[src/rtl/thrc_pkg.sv]
package thrc_pkg;

  localparam int unsigned COUNT_WIDTH = 16;

  typedef logic [COUNT_WIDTH-1:0] cnt_t;

  // Request codes
  localparam logic [1:0] REQ_PRESS  = 2'd0;
  localparam logic [1:0] REQ_TICK   = 2'd1;
  localparam logic [1:0] REQ_LOCK   = 2'd2;
  localparam logic [1:0] REQ_UNLOCK = 2'd3;

  // Button hold state
  localparam logic [1:0] ST_IDLE  = 2'd0;
  localparam logic [1:0] ST_RIGHT = 2'd1;
  localparam logic [1:0] ST_LEFT  = 2'd2;
  localparam logic [1:0] ST_BOTH  = 2'd3;

  // Adjust modes
  localparam logic [1:0] MODE_CENTER = 2'd0;
  localparam logic [1:0] MODE_SPAN   = 2'd1;
  localparam logic [1:0] MODE_LOCK   = 2'd2;

  // Commands
  localparam logic [2:0] CMD_NONE      = 3'd0;
  localparam logic [2:0] CMD_DEC       = 3'd1;
  localparam logic [2:0] CMD_INC       = 3'd2;
  localparam logic [2:0] CMD_FAST_DEC  = 3'd3;
  localparam logic [2:0] CMD_FAST_INC  = 3'd4;
  localparam logic [2:0] CMD_INC_SPAN  = 3'd5;
  localparam logic [2:0] CMD_DEC_SPAN  = 3'd6;
  localparam logic [2:0] CMD_NEXT_BAND = 3'd7;

  // Register indexes
  localparam logic [1:0] REG_REPEAT = 2'd0;
  localparam logic [1:0] REG_FAST   = 2'd1;
  localparam logic [1:0] REG_BOTH   = 2'd2;

  localparam logic [7:0] REPEAT_RESET = 8'd3;
  localparam logic [7:0] FAST_RESET   = 8'd50;
  localparam logic [7:0] BOTH_RESET   = 8'd40;

  typedef struct packed {
    logic [1:0] held;
    cnt_t       ticks;
    logic [1:0] mode;
    logic       mode_saved;
    logic       timer_run;
  } thrc_state_t;

  typedef struct packed {
    logic [7:0] repeat_start;
    logic [7:0] fast_start;
    logic [7:0] both_hold;
  } thrc_cfg_t;

endpackage

[src/rtl/thrc_step.sv]
module thrc_step (
  input  thrc_pkg::thrc_state_t state,
  input  thrc_pkg::thrc_cfg_t   cfg,
  input  logic [1:0]            req_type,
  input  logic [1:0]            levels,
  output thrc_pkg::thrc_state_t state_nxt,
  output logic [2:0]            command,
  output logic                  display_update
);

  thrc_pkg::cnt_t cnt_inc;
  logic [1:0]     lv_state;
  logic           is_left;
  logic           step_hit;
  logic           fast_hit;

  function automatic logic [2:0] single_cmd(input logic [1:0] mode, input logic left,
                                            input logic fast);
    logic [2:0] c;
    c = thrc_pkg::CMD_NONE;
    case (mode)
      thrc_pkg::MODE_CENTER: begin
        if (left) c = fast ? thrc_pkg::CMD_FAST_DEC : thrc_pkg::CMD_DEC;
        else      c = fast ? thrc_pkg::CMD_FAST_INC : thrc_pkg::CMD_INC;
      end
      thrc_pkg::MODE_SPAN: begin
        c = left ? thrc_pkg::CMD_INC_SPAN : thrc_pkg::CMD_DEC_SPAN;
      end
      default: c = thrc_pkg::CMD_NONE;
    endcase
    return c;
  endfunction

  always_comb begin
    case (levels)
      2'b01:   lv_state = thrc_pkg::ST_LEFT;
      2'b10:   lv_state = thrc_pkg::ST_RIGHT;
      2'b11:   lv_state = thrc_pkg::ST_BOTH;
      default: lv_state = thrc_pkg::ST_IDLE;
    endcase
  end

  // Saturating hold count
  assign cnt_inc = (&state.ticks) ? state.ticks : state.ticks + thrc_pkg::cnt_t'(1);

  assign is_left  = (state.held == thrc_pkg::ST_LEFT);
  assign fast_hit = (cnt_inc >= thrc_pkg::cnt_t'(cfg.fast_start));
  assign step_hit = (cnt_inc == '0) ||
                    ((cnt_inc >= thrc_pkg::cnt_t'(cfg.repeat_start)) && !fast_hit);

  always_comb begin
    state_nxt      = state;
    command        = thrc_pkg::CMD_NONE;
    display_update = 1'b0;
    case (req_type)
      thrc_pkg::REQ_PRESS: begin
        if (lv_state != thrc_pkg::ST_IDLE) begin
          state_nxt.held      = lv_state;
          state_nxt.ticks     = '0;
          state_nxt.timer_run = 1'b1;
        end
      end
      thrc_pkg::REQ_TICK: begin
        state_nxt.ticks     = cnt_inc;
        state_nxt.timer_run = 1'b1;
        state_nxt.held      = lv_state;
        case (state.held)
          thrc_pkg::ST_IDLE: begin
            state_nxt.ticks     = '0;
            state_nxt.timer_run = 1'b0;
          end
          thrc_pkg::ST_LEFT, thrc_pkg::ST_RIGHT: begin
            if (step_hit)      command = single_cmd(state.mode, is_left, 1'b0);
            else if (fast_hit) command = single_cmd(state.mode, is_left, 1'b1);
          end
          default: begin
            if (cnt_inc >= thrc_pkg::cnt_t'(cfg.both_hold)) begin
              command        = thrc_pkg::CMD_NEXT_BAND;
              state_nxt.held = thrc_pkg::ST_IDLE;
            end else if (lv_state == thrc_pkg::ST_IDLE) begin
              // Early release of both buttons: swap center and span
              if (state.mode == thrc_pkg::MODE_CENTER)    state_nxt.mode = thrc_pkg::MODE_SPAN;
              else if (state.mode == thrc_pkg::MODE_SPAN) state_nxt.mode = thrc_pkg::MODE_CENTER;
              display_update = 1'b1;
            end
          end
        endcase
      end
      thrc_pkg::REQ_LOCK: begin
        if (state.mode != thrc_pkg::MODE_LOCK) begin
          state_nxt.mode_saved = state.mode[0];
          state_nxt.mode       = thrc_pkg::MODE_LOCK;
        end
        display_update = 1'b1;
      end
      default: begin
        if (state.mode == thrc_pkg::MODE_LOCK) state_nxt.mode = {1'b0, state.mode_saved};
        display_update = 1'b1;
      end
    endcase
  end

endmodule

[src/rtl/two_button_hold_repeat_controller.sv]
// Two-button hold/repeat controller. Each input item is a press edge, a
// debounce tick, a lock or an unlock request together with the pressed levels
// of the left (bit 0) and right (bit 1) buttons; each item yields exactly one
// result item carrying the command, the adjust mode after the item, a display
// refresh flag, the tick-timer run flag and the held-button state. The block
// takes one item per clock unless in_stall is high: the button, hold-count and
// mode state update at the edge that accepts an item and the result lands in
// an output register at that edge, to be seen in the next cycle.
// in_stall rises only when that output register holds a result the consumer
// is stalling. Thresholds live in three 8-bit registers on the APB port
// (0x0 repeat start, 0x4 fast start, 0x8 both-button hold); write them only
// while no item is in flight. A threshold of zero is honored as written.
module two_button_hold_repeat_controller (
  input  logic        clk,
  input  logic        rst_n,
  // Input channel
  input  logic        in_valid,
  output logic        in_stall,
  input  logic [1:0]  in_req_type,
  input  logic [1:0]  in_buttons_pressed,
  // Result channel
  output logic        out_valid,
  input  logic        out_stall,
  output logic [2:0]  out_command,
  output logic [1:0]  out_adjust_mode,
  output logic        out_display_update,
  output logic        out_tick_timer_run,
  output logic [1:0]  out_held_buttons,
  // Configuration port
  input  logic        cfg_psel,
  input  logic        cfg_penable,
  input  logic        cfg_pwrite,
  input  logic [3:0]  cfg_paddr,
  input  logic [31:0] cfg_pwdata,
  output logic [31:0] cfg_prdata,
  output logic        cfg_pready
);

  thrc_pkg::thrc_cfg_t   cfg_r;
  thrc_pkg::thrc_state_t state_r;
  thrc_pkg::thrc_state_t state_nxt;
  logic [2:0]            command_nxt;
  logic                  disp_nxt;
  logic                  in_accept;
  logic                  cfg_wr;

  logic                  out_valid_r;
  logic [2:0]            command_r;
  logic [1:0]            mode_r;
  logic                  disp_r;
  logic                  timer_r;
  logic [1:0]            held_r;

  // Configuration registers
  assign cfg_pready = 1'b1;
  assign cfg_wr     = cfg_psel && cfg_penable && cfg_pwrite;

  always_ff @(posedge clk) begin
    if (!rst_n) begin
      cfg_r.repeat_start <= thrc_pkg::REPEAT_RESET;
      cfg_r.fast_start   <= thrc_pkg::FAST_RESET;
      cfg_r.both_hold    <= thrc_pkg::BOTH_RESET;
    end else if (cfg_wr) begin
      case (cfg_paddr[3:2])
        thrc_pkg::REG_REPEAT: cfg_r.repeat_start <= cfg_pwdata[7:0];
        thrc_pkg::REG_FAST:   cfg_r.fast_start   <= cfg_pwdata[7:0];
        thrc_pkg::REG_BOTH:   cfg_r.both_hold    <= cfg_pwdata[7:0];
        default: ;  // unmapped address: drop the write
      endcase
    end
  end

  always_comb begin
    case (cfg_paddr[3:2])
      thrc_pkg::REG_REPEAT: cfg_prdata = {24'd0, cfg_r.repeat_start};
      thrc_pkg::REG_FAST:   cfg_prdata = {24'd0, cfg_r.fast_start};
      thrc_pkg::REG_BOTH:   cfg_prdata = {24'd0, cfg_r.both_hold};
      default:              cfg_prdata = 32'd0;
    endcase
  end

  // Hold off new items only while a finished result is stalled
  assign in_stall  = out_valid_r && out_stall;
  assign in_accept = in_valid && !in_stall;

  thrc_step u_step (
    .state          (state_r),
    .cfg            (cfg_r),
    .req_type       (in_req_type),
    .levels         (in_buttons_pressed),
    .state_nxt      (state_nxt),
    .command        (command_nxt),
    .display_update (disp_nxt)
  );

  // Controller state: advance on every accepted item
  always_ff @(posedge clk) begin
    if (!rst_n) begin
      state_r.held       <= thrc_pkg::ST_IDLE;
      state_r.ticks      <= '0;
      state_r.mode       <= thrc_pkg::MODE_CENTER;
      state_r.mode_saved <= 1'b0;
      state_r.timer_run  <= 1'b0;
    end else if (in_accept) begin
      state_r <= state_nxt;
    end
  end

  // Result register
  always_ff @(posedge clk) begin
    if (!rst_n) begin
      out_valid_r <= 1'b0;
    end else if (in_accept) begin
      out_valid_r <= 1'b1;
    end else if (!out_stall) begin
      out_valid_r <= 1'b0;
    end
  end

  always_ff @(posedge clk) begin
    if (in_accept) begin
      command_r <= command_nxt;
      mode_r    <= state_nxt.mode;
      disp_r    <= disp_nxt;
      timer_r   <= state_nxt.timer_run;
      held_r    <= state_nxt.held;
    end
  end

  assign out_valid          = out_valid_r;
  assign out_command        = command_r;
  assign out_adjust_mode    = mode_r;
  assign out_display_update = disp_r;
  assign out_tick_timer_run = timer_r;
  assign out_held_buttons   = held_r;

`ifndef SYNTHESIS
  // A lock request always leaves the block locked
  a_lock_sticks: assert property (@(posedge clk) disable iff (!rst_n)
    (in_accept && in_req_type == thrc_pkg::REQ_LOCK)
      |=> (state_r.mode == thrc_pkg::MODE_LOCK))
    else $error("lock request did not lock the mode");

  // Next band always drops the held state back to idle
  a_next_band_idle: assert property (@(posedge clk) disable iff (!rst_n)
    (out_valid_r && command_r == thrc_pkg::CMD_NEXT_BAND)
      |-> (held_r == thrc_pkg::ST_IDLE))
    else $error("next band issued with buttons still held");

  // A stopped timer implies a cleared hold count
  a_timer_count: assert property (@(posedge clk) disable iff (!rst_n)
    !state_r.timer_run |-> (state_r.ticks == '0))
    else $error("hold count nonzero while timer stopped");

  // Back-pressure only comes from a held result
  a_stall_source: assert property (@(posedge clk) disable iff (!rst_n)
    in_stall |-> out_valid_r)
    else $error("input stalled with empty result register");
`endif

endmodule

[config.mk]
export PLATFORM = sky130hd
export DESIGN_NAME = two_button_hold_repeat_controller
export DESIGN_NICKNAME = d
export VERILOG_FILES = /design/src/rtl/thrc_pkg.sv /design/src/rtl/thrc_step.sv /design/src/rtl/two_button_hold_repeat_controller.sv
export SDC_FILE = /design/constraint.sdc
export NUM_CORES = 1
export LEC_CHECK = 0
export ABC_AREA = 1
export BUFFER_PORTS_ARGS = -buffer_cell sky130_fd_sc_hd__buf_2
export CORE_UTILIZATION = 45
export DETAILED_ROUTE_END_ITERATION = 6
export PLACE_DENSITY = 0.81
export REMOVE_ABC_BUFFERS = 1
export SYNTH_ARGS = -nofsm -noshare
export SYNTH_HDL_FRONTEND = slang
export SYNTH_SLANG_ARGS = --single-unit
[constraint.sdc]
create_clock -name clk -period 2.81 [get_ports clk]
set_clock_uncertainty 0.1 [all_clocks]
set_input_delay 0 -clock clk [delete_from_list [all_inputs] [get_ports clk]]
set_output_delay 0 -clock clk [all_outputs]
set_load 0.02 [all_outputs]
After elaboration in Yosys (flattened, before gate mapping)

Cells that the tools add are included.

Logic and storage cells: 90
Flip-flop bits (word level): 56

Equality and inequality tests: 14
Add/subtract/negate cells: 1
Multiplexer cells: 34
Order comparisons: 3
Reductions and logical operators: 24

Operators with widths:

| cell                    | count |
|---|---|
| $ge A16 B8 Y1           | 3 |
| $pmux W18 S2            | 1 |
| $mux W16                | 2 |
| $pmux W8 S3             | 1 |
| $mux W2                 | 10 |
| $mux W18                | 1 |
| $pmux W3 S2             | 3 |
| $add A16 B1 Y16 const B | 1 |
| $logic_not A16 Y1       | 1 |
| $reduce_and A16 Y1      | 1 |
| $mux W3                 | 5 |
| $eq A2 B2 Y1 const B    | 6 |
| $pmux W2 S3             | 2 |
| $eq A2 B1 Y1 const B    | 5 |
| $logic_not A2 Y1        | 5 |
| $mux W1                 | 7 |
| $reduce_and A2 Y1       | 3 |
| $reduce_and A3 Y1       | 2 |
| $logic_and A1 B1 Y1     | 5 |
| $ne A2 B1 Y1 const B    | 2 |
| $pmux W1 S2             | 2 |
| $reduce_bool A2 Y1      | 2 |
| $reduce_or A3 Y1        | 1 |
| $logic_not A1 Y1        | 2 |
| other kinds (3)         | 3 |

Depth between registers and ports, before layout

Gate-level depths: netlist of the first run.

Word-level depth: 8
Mapped depth: 21
Mapped depth without buffers: 21

Modules after synthesis

From an unflattened synthesis of the first run, not the netlist that was laid out.

Cells, all modules: 655
Area total of the unflattened synthesis: 4232.8 um2

Modules (own cells, without submodules):

| module                            | seq. area each (um2) | cells an instance | area an instance (um2) | instances |
|---|---|---|---|---|
| two_button_hold_repeat_controller | 1211.2               | 315               | 2389.8                 | 1 |
| thrc_step                         | 0.0                  | 340               | 1843.0                 | 1 |

Worst setup path after synthesis of the first run

OpenSTA, ideal clock, no wires.

Path type: register to register
From: register state_r[5] in the netlist's numbering
To: register mode_r[1] (netlist: out_adjust_mode[1]), data pin
Path buffers: 0
Path slack: -0.117 ns
Data arrival time: 2.577 ns
Required time: 2.459 ns
Stages on the path, launching flop included: 20
Path through: dfxtp_1 ha_1 inv_1 nor2_4 nand2_4 nor2_4 nor2_1 nor2_1 ha_1 a21boi_0 o21ai_0 nand2_1 a21oi_1 o21ai_0 nor2_1 nand4_1 nand2_1 nand2_1 nand2_1 inv_1

RTL lines:

| element                | line                                     | source |
|---|---|---|
| start, declared        | two_button_hold_repeat_controller.sv:40  | `thrc_pkg::thrc_state_t state_r;` |
| start signal, assigned | two_button_hold_repeat_controller.sv:105 | `state_r <= state_nxt;` |
| end signal, assigned   | two_button_hold_repeat_controller.sv:123 | `mode_r <= state_nxt.mode;` |
| end, declared          | two_button_hold_repeat_controller.sv:49  | `logic [1:0] mode_r;` |

Worst setup path after layout of the first run

From: register state_r[5] in the netlist's numbering
To: register command_r[1] (netlist: out_command[1]), data pin

Cells in the longest elaborated chain, start to end: 8

Ends and longest elaborated chain:

| element                                                      | line                                     | source |
|---|---|---|
| $add A16 B1 Y16 / $reduce_and A16 Y1 (equally long branches) | thrc_step.sv:44                          | `assign cnt_inc = (&state.ticks) ? state.ticks : state.ticks + thrc_pkg::cnt_t'(1);` |
| $mux W16 *                                                   | thrc_step.sv:44                          |  |
| $ge A16 B8 Y1                                                | thrc_step.sv:47                          | `assign fast_hit = (cnt_inc >= thrc_pkg::cnt_t'(cfg.fast_start));` |
| $logic_not A1 Y1                                             | thrc_step.sv:49                          | `((cnt_inc >= thrc_pkg::cnt_t'(cfg.repeat_start)) && !fast_hit);` |
| $logic_and A1 B1 Y1                                          | thrc_step.sv:49                          |  |
| $logic_or A1 B1 Y1                                           | thrc_step.sv:48                          | `assign step_hit = (cnt_inc == '0) \|\|` |
| $mux W3                                                      | thrc_step.sv:73                          | `if (step_hit) command = single_cmd(state.mode, is_left, 1'b0);` |
| $pmux W3 S2 *                                                | thrc_step.sv:67                          | `case (state.held)` |
| end signal, assigned                                         | two_button_hold_repeat_controller.sv:122 | `command_r <= command_nxt;` |
| end, declared                                                | two_button_hold_repeat_controller.sv:48  | `logic [2:0] command_r;` |

Mark *: on every way between the ends. The rest lies on a longest branch, timed or not.
A chain may end at the register's enable or synchronous reset.

==> results of run 1 <==
==> cells in the mapped netlist (all sizes together) <==
master | instances | area share
a21boi | 1 | 0.0019
o211ai | 7 | 0.013
mux2i | 1 | 0.0026
a311oi | 1 | 0.0022
ha | 33 | 0.11
nor4 | 1 | 0.0032
clkinv | 1 | 0.00096
a21oi | 55 | 0.070
nor3 | 3 | 0.0051
nand3 | 28 | 0.038
xor2 | 5 | 0.011
buf | 27 | 0.052
a211oi | 1 | 0.0019
nand2 | 133 | 0.14
o21ai | 33 | 0.042
o221ai | 7 | 0.016
nor2 | 54 | 0.064
nand4 | 10 | 0.018
clkbuf | 9 | 0.0086
a22oi | 1 | 0.0019
dfxtp | 47 | 0.24
inv | 81 | 0.078
edfxtp | 9 | 0.069
or2 | 1 | 0.0016
xnor2 | 2 | 0.0045
o21bai | 4 | 0.0077
conb | 2 | 0.0019
==> worst paths after layout <==
check	slack, ns	cells after the start	to
max	-0.18	21	out_command[1]
min	0.02	3	out_held_buttons[1]
max reg2reg	-0.18	21	out_command[1]
min reg2reg	0.41	2	cfg_r[14]
==> routing by layer <==
| layer | up-vias | wire [µm] | track usage |
|---|---|---|---|
| li1 | 1967 | - | - |
| met1 | 1953 | 4480 | 0.288 |
| met2 | 324 | 6050 | 0.439 |
| met3 | 81 | 1070 | 0.0199 |
| met4 | 0 | 598 | 0.106 |
| met5 | - | 0 | 0 |
==> area by class of cell <==
cell class                      instances  area (µm²)  area share
Multi-Input combinational cell        406        2480       0.494
Sequential cell                        56        1220       0.244
Timing Repair Buffer                  107         754       0.151
Inverter                               82         310      0.0620
Tap cell                              105         131      0.0262
Clock buffer                            7         108      0.0215
Clock inverter                          1        8.76     0.00175
==> what timing repair did <==
action / 4_1_cts / 5_1_grt
buffers inserted: 6 / 3
hold endpoints to repair: 29 / 0
setup endpoints to repair: 12 / 12
pin swaps: 13 / 29
resized for setup: 25 / 46
hold buffers: 18 / 0
==> worst max-delay path, cell delays in order (launching register included) <==
cell and delay [ns]:
dfxtp_2 0.38, ha_4 0.15, inv_2 0.04, nor2_4 0.13
nand2_4 0.07, nor2_4 0.19, inv_4 0.08, nor2_4 0.14
nor2_4 0.08, ha_4 0.26, inv_2 0.06, nor2_2 0.04
o21ai_1 0.17, nand2_1 0.10, a21oi_2 0.14, nand4_1 0.16
inv_2 0.13, nand2_4 0.07, nand2_2 0.09, nand2_1 0.06
nand3_1 0.06, a21oi_1 0.06
==> stage by stage <==
stage | hold slack [ns] | cells | setup TNS (ns) | setup WS (ns)
2_1_floorplan | -0.0159 | 544 | -1.75 | -0.219
3_3_place_gp | 0.143 | 729 | -0.0479 | -0.0147
3_5_place_dp | 0.151 | 729 | -1.46 | -0.157
4_1_cts | 0.0211 | 761 | -0.00955 | -0.00955
5_1_grt | 0.0495 | 764 | -2.57 | -0.359
6_report | 0.0180 | 764 | -0.690 | -0.184
==> cells by family (layout without fill, tap and decap cells) <==
logic type | Yosys count | in the layout | synth area share
flip-flops | 56 | 56 | 0.310
buffers and inverters | 118 | 197 | 0.140
XOR/XNOR | 7 | 7 | 0.0157
AND/OR/NAND/NOR | 230 | 230 | 0.267
AO/OA/AOI/OAI | 110 | 110 | 0.158
other | 2 | 25 | 0.00192
multiplexers | 1 | 1 | 0.00256
adder cells (fa/ha/maj) | 33 | 33 | 0.106
==> flip-flops by register name, summed over array words and instances (netlist names) <==
register / count
out_command: 3
cfg_r: 24
out_held_buttons: 2
out_adjust_mode: 2
out_tick_timer_run: 1
out_valid: 1
state_r: 22
out_display_update: 1
==> report_power, final <==
part	leakage [µW]	internal, µW	switching, µW
combinational	0.00181	99.9	208
sequential	0.000475	841	15.6
clock	0.0000596	257	296
==> impl_metrics.py, run 1 <==
metrics = {
    "outcome": {
        "status": "finished with violations",
        "violations": "setup timing",
    },
    "synth": {
        "ys_seq_area_frac": 0.310,
        "synth_warnings": 0,
        "synth_area_um2": 3910,
        "synth_cells": 557,
        "syn_avg_cell_area_um2": 7.02,
        "ys_ff_latch": 56,
        "synth_cell_types": 39,
    },
    "hold_path": {
        "hp-class": "in2reg",
        "hp-start": "in_req_type[1]",
    },
    "routing": {
        "drc_errors": 0,
        "dr.first_iter.drc_count": 443,
        "vias": 4325,
        "dr.pass1.iters": 5,
        "via_per_inst": 5.66,
        "drtAntennaViolNets": 0,
        "wl_per_cell_um": 16.0,
        "wl_um": 12200,
    },
    "job": {
        "max-cap-violations": 0,
    },
    "power_and_ir_drop": {
        "p_per_area_nw_per_um2": 343,
        "leakage_uw": 0.00235,
        "power_uw": 1720,
        "ir_worst_vdd_uv": 233,
    },
    "sta": {
        "fmax_mhz": 334,
        "setup_viol": 10,
        "rsz0062_at_grt": "yes",
        "tightest_slew_ns": 0.801,
        "slew_violations": 0,
        "max-slew-margin-rel": 0.465,
        "hold_violations": 0,
        "period_share": 1.07,
        "period_needed_ns": 2.99,
        "fin_ws_ns": -0.184,
    },
    "die": {
        "num_rows": 33,
        "core_um2": 8300,
        "ios": 91,
        "initial_core_util": 0.471,
        "die_w_um": 95.2,
        "die_area_um2": 9060,
        "die_h_um": 95.2,
    },
    "place": {
        "hpwl_um": 7550,
        "io_buffers": 39,
        "gp_congestion": 0.991,
        "placed_area_um2": 4390,
    },
    "clock_tree": {
        "cts_buffers": 5,
        "insertion_delay_ns": 0.33,
        "clock_path_buffers": 2,
        "cts.sinks": 56,
        "clk_pin_slew_ns": 0.11,
        "htree_levels": 2,
        "cts_tree": "done",
        "root_buffer": "clkbuf_8",
    },
    "worst_setup_path": {
        "worstSetupStartpoint": "state_r[5]",
        "worst_setup_path_end_kind": "flop",
        "r2r_start": "state_r[5]",
        "required_ns": 2.80,
        "path_class": "reg2reg",
        "critPathLaunchType": "flop",
        "crit_fanout": 6,
        "crit_arrival_ns": 2.99,
    },
    "cells_and_area": {
        "nets": 738,
        "final_area_um2": 5010,
        "drive_gt1_frac": 0.276,
        "post-route-util": 0.603,
        "final_cell_mix": "nand2_1 (112), inv_1 (70), buf_4 (49)",
        "fill_cells": 641,
        "n_antenna_cell": 0,
        "synthToLayoutAreaGrowth_pct": 28.2,
        "mostFrequentLayoutCell": "nand2_1",
    },
    "global_route": {
        "grt_pass1_wl_um": 17300,
        "grt_max_degree": 23,
        "first_global_vias": 3907,
        "antenna_found_initial": 0,
        "gr-usage-all-layers": 0.242,
        "grt_overflow": 0,
    },
}
(Power assumes the default switching activity.)
==> run 2, diff against run 1 <==
CELL_PAD_IN_SITES_DETAIL_PLACEMENT = 1   (was unset)
CELL_PAD_IN_SITES_GLOBAL_PLACEMENT = 1   (was unset)
CORE_UTILIZATION = 35   (was 45)
PLACE_DENSITY = 0.87   (was 0.81)
==> impl_metrics.py, run 2 (same netlist as run 1, synthesis figures left out) <==
metrics = {
    "die": {
        "ios": 91,
        "core_um2": 10800,
        "initial_core_util": 0.360,
        "die_w_um": 108,
        "die_h_um": 108,
        "die_area_um2": 11600,
        "num_rows": 38,
    },
    "clock_tree": {
        "htree_levels": 2,
        "cts_buffers": 5,
        "root_buffer": "clkbuf_8",
        "cts.sinks": 56,
        "cts_tree": "done",
        "insertion_delay_ns": 0.34,
        "clk_pin_slew_ns": 0.11,
        "clock_path_buffers": 2,
    },
    "power_and_ir_drop": {
        "power_uw": 1670,
        "ir_worst_vdd_uv": 183,
        "p_per_area_nw_per_um2": 328,
        "leakage_uw": 0.00235,
    },
    "routing": {
        "drc_errors": 0,
        "wl_um": 14900,
        "dr.first_iter.drc_count": 264,
        "via_per_inst": 5.40,
        "vias": 4306,
        "drtAntennaViolNets": 0,
        "dr.pass1.iters": 5,
        "wl_per_cell_um": 18.7,
    },
    "global_route": {
        "use_met1": 0.263,
        "grt_pass1_wl_um": 21300,
        "first_global_vias": 4497,
        "gr-max-usage-layer": "met2",
        "antenna_found_initial": 0,
        "grt_util_met2": 0.433,
        "grt_overflow": 0,
        "grt_max_degree": 23,
        "gr-usage-all-layers": 0.234,
        "grt_util_met3": 0.0230,
    },
    "place": {
        "io_buffers": 39,
        "hpwl_um": 9190,
        "placed_area_um2": 4440,
        "dp_cells": 765,
        "gp_congestion": 0.838,
    },
    "worst_setup_path": {
        "crit_arrival_ns": 3.14,
        "worst_setup_path_end_kind": "flop",
        "r2r_setup_slack_ns": -0.34,
        "worst_r2r_path_depth": 16,
        "required_ns": 2.80,
        "r2r_start": "state_r[5]",
        "r2r-end": "out_command[1]",
        "path_class": "reg2reg",
        "worstSetupStartpoint": "state_r[5]",
        "crit_fanout": 4,
        "critPathLaunchType": "flop",
    },
    "sta": {
        "slew_violations": 0,
        "period_share": 1.12,
        "rsz0062_at_grt": "yes",
        "period_needed_ns": 3.15,
        "fin_ws_ns": -0.338,
        "fmax_mhz": 318,
        "setup_viol": 12,
        "hold_violations": 0,
        "tightest_slew_ns": 0.895,
        "max-slew-margin-rel": 0.403,
    },
    "cells_and_area": {
        "largest_reg_flops": 24,
        "mostFrequentLayoutCell": "nand2_1",
        "post-route-util": 0.471,
        "n_antenna_cell": 0,
        "synthToLayoutAreaGrowth_pct": 30.5,
        "top_register": "cfg_r",
        "final_cell_mix": "nand2_1 (107), inv_1 (69), a21oi_1 (46)",
        "nets": 737,
        "drive_gt1_frac": 0.295,
        "final_cells": 798,
        "final_area_um2": 5100,
    },
    "hold_path": {
        "min_to": "out_held_buttons[1]",
        "worstHoldPathCells": 3,
        "hp-class": "in2reg",
        "hp-start": "in_req_type[1]",
    },
    "outcome": {
        "status": "finished with violations",
        "violations": "setup timing",
    },
    "job": {
        "max-cap-violations": 0,
    },
}
==> run 2: cell count changes in the layout (fill, tap and decap cells not counted), sizes merged <==
cell,previous run,this run
clkinvlp,0,1
dlygate4sd3,18,19
inv,81,82
clkbuf,7,5
buf,89,87
==> run 2: power by group <==
part           internal, µW  switching [µW]
combinational           102             229
clock                   178             306
sequential              841            16.6
==> run 2: layout make-up <==
cell class | count | area (µm²)
fillers | 1381 | 5740
multi-input cells | 406 | 2540
flip-flops and latches | 56 | 1220
repair buffers | 106 | 761
inverters | 82 | 308
well taps | 140 | 175
clock buffers | 5 | 68.8
clock inverters | 3 | 22.5
==> run 2: per-stage QoR <==
step	TNS, ns	hold WS [ns]	setup slack [ns]
2_1_floorplan	-1.75	-0.0159	-0.219
3_3_place_gp	-0.163	0.145	-0.0583
3_5_place_dp	-2.52	0.160	-0.345
4_1_cts	-0.790	0.0169	-0.100
5_1_grt	-3.97	0.0234	-0.458
6_report	-2.45	0.0227	-0.338
==> run 2: per-layer routing <==
metal	wire length (µm)	part of all wire
met1	5700	0.38
met5	0	0
met3	644	0.043
met4	743	0.050
met2	7830	0.53
==> run 2: how the worst max path moves through the flow <==
stage	end	slack (ns)
after CTS	state_r[21]	-0.10
after global placement	out_command[0]	-0.06
final	out_command[1]	-0.34
after global routing	out_command[1]	-0.46
after floorplan	out_adjust_mode[1]	-0.22
after detailed placement	out_command[0]	-0.35
==> run 2: worst max-delay path, cell delays in order (launching register included) <==
cell	delay (ns)
dfxtp_2	0.38
buf_4	0.12
buf_4	0.14
nand3_2	0.10
buf_4	0.16
xor2_2	0.22
nand2_4	0.10
ha_1	0.32
a21oi_1	0.27
nand2_1	0.12
a21oi_2	0.12
nand4_1	0.19
buf_4	0.21
nand2_2	0.07
nand3_2	0.13
nand3_4	0.10
a21oi_2	0.06
==> run 2: timing repair <==
| action | in CTS | in global routing |
|---|---|---|
| setup buffers | 3 | 4 |
| resized for setup | 51 | 39 |
| cloned | 0 | 0 |
| hold buffers | 19 | 0 |
| endpoints found under the setup margin | 12 | 12 |
| pin swaps | 21 | 27 |
| hold endpoints to repair | 29 | 0 |
==> run 3, diff against run 2 <==
clock period = 2.85 ns   (was 2.81 ns; I/O delays follow)
==> impl_metrics.py, run 3 (same netlist as run 1, synthesis figures left out) <==
metrics = {
    "sta": {
        "fin_ws_ns": -0.241,
        "max-slew-margin-rel": 0.428,
        "hold_ws_ns": 0.0559,
        "fin_tns_setup_ns": -0.929,
        "setup_viol": 8,
        "tightest_slew_ns": 0.857,
        "hold_violations": 0,
        "slew_violations": 0,
        "rsz0062_at_grt": "yes",
        "period_needed_ns": 3.09,
        "fmax_mhz": 323,
        "period_share": 1.08,
    },
    "place": {
        "dp_cells": 762,
        "hpwl_um": 9150,
        "io_buffers": 39,
        "gp_congestion": 0.828,
    },
    "clock_tree": {
        "cts_tree": "done",
        "cts_buffers": 5,
        "cts.sinks": 56,
        "insertion_delay_ns": 0.33,
        "clock_path_buffers": 2,
        "root_buffer": "clkbuf_8",
        "htree_levels": 2,
        "clk_pin_slew_ns": 0.11,
    },
    "die": {
        "die_h_um": 108,
        "core_um2": 10800,
        "die_area_um2": 11600,
        "ios": 91,
        "num_rows": 38,
        "die_w_um": 108,
        "initial_core_util": 0.360,
    },
    "worst_setup_path": {
        "critPathLaunchType": "flop",
        "path_class": "reg2reg",
        "crit_fanout": 3,
        "worst_setup_path_end_kind": "flop",
        "required_ns": 2.85,
        "crit_arrival_ns": 3.09,
    },
    "power_and_ir_drop": {
        "leakage_uw": 0.00242,
        "p_per_area_nw_per_um2": 340,
        "ir_worst_vdd_uv": 236,
    },
    "cells_and_area": {
        "final_cells": 801,
        "top_register": "cfg_r",
        "final_cell_mix": "nand2_1 (104), inv_1 (67), buf_4 (49)",
        "fill_cells": 1372,
        "n_antenna_cell": 0,
        "post-route-util": 0.483,
        "largest_reg_flops": 24,
        "drive_gt1_frac": 0.321,
        "nets": 740,
        "synthToLayoutAreaGrowth_pct": 33.9,
        "multi_input_area_um2": 2610,
        "final-seq-area_um2": 1230,
        "mostFrequentLayoutCell": "nand2_1",
    },
    "routing": {
        "vias": 4351,
        "drc_errors": 0,
        "via_per_inst": 5.43,
        "dr.first_iter.drc_count": 247,
        "wl_um": 15300,
        "drtAntennaViolNets": 0,
        "wl_per_cell_um": 19.1,
        "dr.pass1.iters": 5,
    },
    "global_route": {
        "grt_max_degree": 27,
        "gr-usage-all-layers": 0.247,
        "grt_overflow": 0,
        "first_global_vias": 4533,
        "grt_pass1_wl_um": 22100,
        "antenna_found_initial": 0,
    },
    "hold_path": {
        "hp-class": "in2reg",
    },
    "outcome": {
        "status": "finished with violations",
        "violations": "setup timing",
    },
    "job": {
        "max-cap-violations": 0,
    },
}
==> run 3: changes by cell type in the layout (fill, tap and decap cells not counted), sizes merged <==
cell,previous run,this run
buf,87,93
bufinv,0,1
clkbuf,5,7
clkinv,2,1
clkinvlp,1,0
dlygate4sd3,19,16
inv,82,81
==> run 3: through the flow <==
stage               setup WS [ns]  power [µW]  cell area, µm²
global placement          -0.0139        1110            4420
global route               -0.336        1840            5230
finish                     -0.241        1780            5230
CTS                       -0.0924        1740            4910
detailed placement         -0.301        1120            4420
floorplan                  -0.179        1030            3760
==> run 3: timing repair <==
item                                   in CTS  in global routing
setup endpoints to repair                  12                 12
endpoints found under the hold margin      29                  0
setup buffers                               8                  8
hold buffers                               16                  0
pin swaps                                  19                 32
gates resized for setup                    48                 59
==> run 3: cell type report <==
cell class                      instances  share of cell area
Inverter                               82              0.0588
Timing Repair Buffer                  109               0.149
Multi-Input combinational cell        406               0.499
Clock inverter                          1             0.00574
Tap cell                              140              0.0335
Sequential cell                        56               0.235
Clock buffer                            7              0.0186
==> run 3: worst paths after layout <==
kind,from,end,slack (ns),depth (start not counted)
min reg2reg,cfg_r[10],cfg_r[10],0.42,2
max reg2reg,state_r[5],out_command[0],-0.24,21
min,in_req_type[1],out_display_update,0.06,3
max,state_r[5],out_command[0],-0.24,21
==> run 3: report_power, final <==
part	internal [µW]	switching, µW
logic	100	225
registers	827	17.4
clock network	317	292
==> run 3: per-layer routing <==
metal  track usage  up-vias  share of wire
met4         0.125        0          0.043
met5             0        -              0
met1         0.272     2151           0.37
li1              -     1968              -
met3        0.0303       59          0.044
met2         0.461      173           0.54
==> run 3: worst max-delay path, stage by stage (launching register included) <==
cell,delay (ns)
dfxtp_2,0.37
ha_4,0.15
inv_2,0.04
nor2_4,0.13
nand2_4,0.07
nor2_4,0.16
inv_2,0.08
nor2_4,0.13
nor2_4,0.06
buf_6,0.13
ha_4,0.21
inv_2,0.06
nor2_1,0.04
o21ai_1,0.11
nand2_1,0.07
a21oi_2,0.16
nand4_1,0.19
inv_2,0.14
buf_4,0.13
nand3_1,0.14
nand3_2,0.11
a21oi_2,0.06
